--- config.mk ---
export PLATFORM = sky130hd
export DESIGN_NAME = rbst_div
export DESIGN_NICKNAME = d
export VERILOG_FILES = /design/src/sv/rbst_pkg.sv /design/src/sv/rbst_div.sv
export SDC_FILE = /design/constraint.sdc
export NUM_CORES = 2
export LEC_CHECK = 0
export BUFFER_PORTS_ARGS = -buffer_cell sky130_fd_sc_hd__buf_2
export CAP_MARGIN = 20
export CORE_MARGIN = 1
export CORE_UTILIZATION = 51
export CTS_CLUSTER_SIZE = 16
export DETAILED_ROUTE_END_ITERATION = 10
export PLACE_DENSITY = 0.69
export SYNTH_ARGS = -nofsm -noshare
export SYNTH_HDL_FRONTEND = slang
export SYNTH_SLANG_ARGS = --single-unit
--- constraint.sdc ---
create_clock -name clk -period 3.8 [get_ports clk]
set_input_delay 0.38 -clock clk [delete_from_list [all_inputs] [get_ports clk]]
set_output_delay 0.38 -clock clk [all_outputs]
set_load 0.01 [all_outputs]
--- src/sv/rbst_pkg.sv ---
// shared constants and word types for the ray versus box slab test
package rbst_pkg;

	// coordinate format, fixed by the word fields
	localparam int CW  = 32;
	localparam int FB  = 16;
	localparam int NAX = 3;

	// slab divider widths
	localparam int NMW = CW + 1;
	localparam int NW  = NMW + FB;
	localparam int QW  = CW - 1;

	// divider latency: input register, one stage per quotient bit, output register
	localparam int DIV_LAT  = QW + 2;
	// lane latency: prep register plus divider
	localparam int LANE_LAT = 1 + DIV_LAT;

	localparam logic signed [CW-1:0] MAXV = {1'b0, {(CW-1){1'b1}}};
	localparam logic signed [CW-1:0] MINV = {1'b1, {(CW-1){1'b0}}};

	typedef struct packed {
		logic signed [CW-1:0] origin_x;
		logic signed [CW-1:0] origin_y;
		logic signed [CW-1:0] origin_z;
		logic signed [CW-1:0] dir_x;
		logic signed [CW-1:0] dir_y;
		logic signed [CW-1:0] dir_z;
		logic signed [CW-1:0] box_min_x;
		logic signed [CW-1:0] box_min_y;
		logic signed [CW-1:0] box_min_z;
		logic signed [CW-1:0] box_max_x;
		logic signed [CW-1:0] box_max_y;
		logic signed [CW-1:0] box_max_z;
	} in_t;

	typedef struct packed {
		logic                 hit;
		logic [CW-2:0]        entry_t;
		logic signed [CW-1:0] point_x;
		logic signed [CW-1:0] point_y;
		logic signed [CW-1:0] point_z;
	} out_t;

	// what one axis lane hands to the merge stage
	typedef struct packed {
		logic                 miss;
		logic signed [CW-1:0] tn;
		logic signed [CW-1:0] tf;
		logic signed [CW-1:0] o;
		logic                 dneg;
		logic [CW-1:0]        dmag;
	} lane_t;

endpackage

--- src/sv/rbst_div.sv ---
// pipelined restoring divider for one slab distance, one quotient bit per stage
module rbst_div import rbst_pkg::*; (
	input  logic                 clk,
	input  logic [NMW-1:0]       num_mag,
	input  logic [CW-1:0]        den_mag,
	input  logic                 neg,
	output logic signed [CW-1:0] quo
);

	localparam int WW = NW + CW;

	logic [NW-1:0] rem_s [0:QW];
	logic [CW-1:0] den_s [0:QW];
	logic          neg_s [0:QW];
	logic          sat_s [0:QW];
	logic [QW-1:0] q_s   [0:QW];

	logic [NW-1:0] num_sh;
	logic          sat_in;

	// scaled numerator and saturation check against den shifted to the sign bit
	assign num_sh = {num_mag, {FB{1'b0}}};
	assign sat_in = ({{CW{1'b0}}, num_sh} >= ({{NW{1'b0}}, den_mag} << (CW - 1)));

	always_ff @(posedge clk) begin
		rem_s[0] <= num_sh;
		den_s[0] <= den_mag;
		neg_s[0] <= neg;
		sat_s[0] <= sat_in;
		q_s[0]   <= '0;
	end

	// one quotient bit per stage, most significant first
	for (genvar k = 0; k < QW; k++) begin : g_stage
		localparam int SH = QW - 1 - k;
		logic [WW-1:0] dsh;
		logic [WW-1:0] rext;
		logic [WW-1:0] diff;
		logic          ge;
		logic [QW-1:0] qn;

		assign dsh  = {{NW{1'b0}}, den_s[k]} << SH;
		assign rext = {{CW{1'b0}}, rem_s[k]};
		assign ge   = (rext >= dsh);
		assign diff = rext - dsh;
		assign qn   = q_s[k] | ({{(QW-1){1'b0}}, ge} << SH);

		always_ff @(posedge clk) begin
			rem_s[k+1] <= ge ? diff[NW-1:0] : rem_s[k];
			den_s[k+1] <= den_s[k];
			neg_s[k+1] <= neg_s[k];
			sat_s[k+1] <= sat_s[k];
			q_s[k+1]   <= qn;
		end
	end

	// apply sign and saturation
	always_ff @(posedge clk) begin
		if (sat_s[QW]) begin
			quo <= neg_s[QW] ? MINV : MAXV;
		end else if (neg_s[QW]) begin
			quo <= -$signed({1'b0, q_s[QW]});
		end else begin
			quo <= $signed({1'b0, q_s[QW]});
		end
	end

endmodule

==> results.json <==
{
  "skew_ns": 0.0668,
  "peakVddDrop_mv": 0.483,
  "p_sw_w": 0.0372,
  "power.share.sequential_pct": 36.1,
  "arrival_ns": 4.45,
  "slew_headroom_pct": 42.3,
  "postSynth.asyncResetShare_pct": 0,
  "yosysTopAreaCell": "dfxtp_1",
  "synth-edff-count": 0,
  "p_leak_nw": 59.7,
  "fmaxAchievable_ghz": 0.271,
  "tightest_slew_ns": 0.864,
  "syn_area_mm2": 0.115,
  "postRouteAntennaNets": 0,
  "cts_tree": "done",
  "clock_latency_ns": 0.93,
  "synth_fp_nets": 13200,
  "start_util_pct": 51.5,
  "critPathRequiredTime_ns": 4.55,
  "wl_um": 294000,
  "ioPinCount": 99,
  "setup_ws_ns": 0.104,
  "max_stage_delay_ns": 0.51,
  "grt_pass1_vias": 84300,
  "ys_types": 102,
  "status": "completed",
  "setup_viol": 0,
  "die-width_um": 477,
  "period_share_pct": 97.3,
  "clkTransAtPathRegs_ns": 0.06,
  "cp-end-kind": "flop",
  "wl_met3_um": 13500,
  "crit_family": "compound AO/OA/AOI/OAI gates",
  "routed.top_layer": "met5",
  "intPower_w": 0.0694,
  "htree_levels": 5,
  "dp_hpwl_um": 229000,
  "slew_viol_final": 0,
  "drive_gt1_share_pct": 9.38,
  "pre_cts_ws_ns": -0.0600,
  "syn_inst": 12100,
  "start_kind": "flop",
  "synth_flop_cell": "dfxtp_1",
  "cts_root_buf": "clkbuf_16",
  "comb_power_share_pct": 36.6,
  "fin_crit_ns": 3.70,
  "avgRoutedWirePerCell_um": 18.6,
  "synth-seq-cells": 2727,
  "synthTopCellsByArea": "dfxtp_1 47%, ha_1 10%, a21oi_1 3.9%",
  "die_area_mm2": 0.227,
  "num_rows": 173,
  "hp-class": "in2reg",
  "wl_met1_um": 137000,
  "place_congestion": 0.956,
  "setup_tns_ns": 0,
  "gr-total-overflow": 0,
  "route.met2.wl_um": 134000,
  "yosysWarnings": 0,
  "power_w": 0.107,
  "drt_pass1_iterations": 6,
  "portBuffers": 98,
  "num_vias": 86200,
  "post-route-drc-count": 0,
  "viasPerCell": 5.45,
  "avgSynthCellArea_um2": 9.47,
  "cts_made_buffers": 301,
  "grt_pass1_wl_um": 463000,
  "switching_share_pct": 34.9,
  "critPathKind": "reg2reg",
  "crit_top_cell": "a21oi_1",
  "fin_util_pct": 59.0,
  "max-cap-violations": 0,
  "first_iter_violations": 6291,
  "p_clk_share_pct": 27.4,
  "area_delta_synth_final_pct": 14.4,
  "grt_start_max_net_pins": 63,
  "fillerInstances": 19000,
  "cts_buffer_depth": 4,
  "cp.buffers_inverters": 1,
  "core_mm2": 0.223,
  "p_per_area_mw_per_mm2": 810,
  "synth_top_area_share_pct": 47.5,
  "nNetsFinal": 13600,
  "crit_chain": "inv_1 > ha_1 > nand4_1 > nor2_1 > o211a_1 > o31a_1 > a211o_1 > a21oi_1 > a41oi_1 > a21oi_1 > o21ai_0 > a31oi_1 > xor2_1",
  "cts_sinks": 2727,
  "synth_seq_area_share_pct": 47.5,
  "hold_viol": 0,
  "worst-path-max-fanout": 5,
  "antenna_found_initial": 9,
  "slowest_stage": "a41oi_1",
  "grt.total_usage_pct": 25.2,
  "die_y_um": 477
}
==> worst paths after layout <==
path | end | slack (ns) | startpoint | cells past startpoint
max | rem_s[1][437] | 0.10 | den_s[1][233] | 13
min | den_s[0][21] | 0.10 | den_mag[21] | 2
max reg2reg | rem_s[1][437] | 0.10 | den_s[1][233] | 13
min reg2reg | q_s[2][171] | 0.29 | q_s[2][140] | 0
==> synth_stat cells (25+ instances only) <==
library cell,number
o21ai_0,855
o21bai_1,100
nand2_1,926
clkbuf_1,201
inv_1,1137
a221oi_1,29
a211o_1,30
a21boi_0,34
o22ai_1,29
nor3_1,196
or3_1,56
o211ai_1,39
o21a_1,125
and2_1,45
nor2_1,697
nand4_1,145
dfxtp_1,2727
fa_1,30
and4_1,25
nor4_1,99
a21o_1,443
nand2b_1,146
nand3_1,195
and3_1,59
or4_1,27
a21oi_1,902
nor2b_1,147
buf_2,40
a211oi_1,81
o31a_1,27
or2_2,38
xnor2_1,470
ha_1,919
mux2_2,202
a31oi_1,88
o31ai_1,75
xor2_1,390
==> cell type report <==
class	count	area [um^2]	area share (%)
sequential	2727	54600	41.5
tap	2975	3720	2.83
clock buffer	410	8580	6.52
antenna	2	5.00	0.00380
timing repair buffer	421	3390	2.58
clock inverter	113	1410	1.07
multi-input combinational	8006	55600	42.2
inverter	1139	4280	3.25
==> state kept, by name, summed over array words and instances (netlist names) <==
name   flops
rem_s   1143
den_s    992
q_s      496
sat_s     32
neg_s     32
quo       32
==> repair_timing <==
item / 4_1_cts / 5_1_grt
setup buffers: 0 / 11
pin swaps: 0 / 10
hold endpoints to repair: 67 / 0
endpoints found under the setup margin: 11 / 332
gates resized for setup: 5 / 78
hold buffers: 66 / 0
==> through the flow <==
stage	instances	instance area [um^2]	hold WS (ns)
floorplan	12100	115000	0.310
finish	15800	132000	0.101
global route	15800	132000	0.0652
CTS	15800	131000	0.0434
global placement	15200	120000	0.310
detailed placement	15200	120000	0.312
==> power groups by stage <==
stage | clock network (W) | logic [W] | registers (W)
2_1_floorplan | 0 | 0.0288 | 0.0371
3_3_place_gp | 0 | 0.0373 | 0.0390
3_5_place_dp | 0 | 0.0377 | 0.0389
4_1_cts | 0.0298 | 0.0382 | 0.0384
5_1_grt | 0.0310 | 0.0434 | 0.0390
6_report | 0.0292 | 0.0390 | 0.0384
==> metal layers <==
layer / GRT usage, % / vias up
met5: 0 / -
met4: 8.46 / 2
met3: 3.24 / 554
met2: 41.4 / 2216
met1: 34.2 / 40500
li1: - / 42900
==> worst register-to-register path: stages (launching register included) <==
cell     delay, ns
dfxtp_1       0.40
inv_1         0.06
ha_1          0.34
nand4_1       0.15
nor2_1        0.43
o211a_1       0.23
o31a_1        0.18
a211o_1       0.17
a21oi_1       0.15
a41oi_1       0.51
a21oi_1       0.19
o21ai_0       0.33
a31oi_1       0.18
xor2_1        0.18
==> cell families after synthesis <==
group | Yosys count | synth area share, %
and+or+nand+nor | 2916 | 12.2
AOI/OAI and AO/OA | 3067 | 16.5
DFF | 2727 | 47.5
xor gates and xnor gates | 860 | 6.55
buffers and inverters | 1405 | 4.66
adders and majority gates | 949 | 10.5
muxes | 214 | 2.08
==> cell usage in the layout, fill, tap and decap left out, types with 98 or more instances in the layout <==
master        n
dfxtp_1    2726
nand2_1     925
buf_4       230
nand3_1     193
o21ai_0     847
nand2b_1    146
nor2b_1     147
xor2_1      390
xnor2_1     470
o21bai_1     98
a21oi_1     891
a21o_1      442
o21a_1      124
ha_1        917
buf_2        98
nor2_1      696
clkbuf_16   307
mux2_2      202
nor3_1      192
nand4_1     145
inv_1      1137
(Power assumes the default switching activity.)
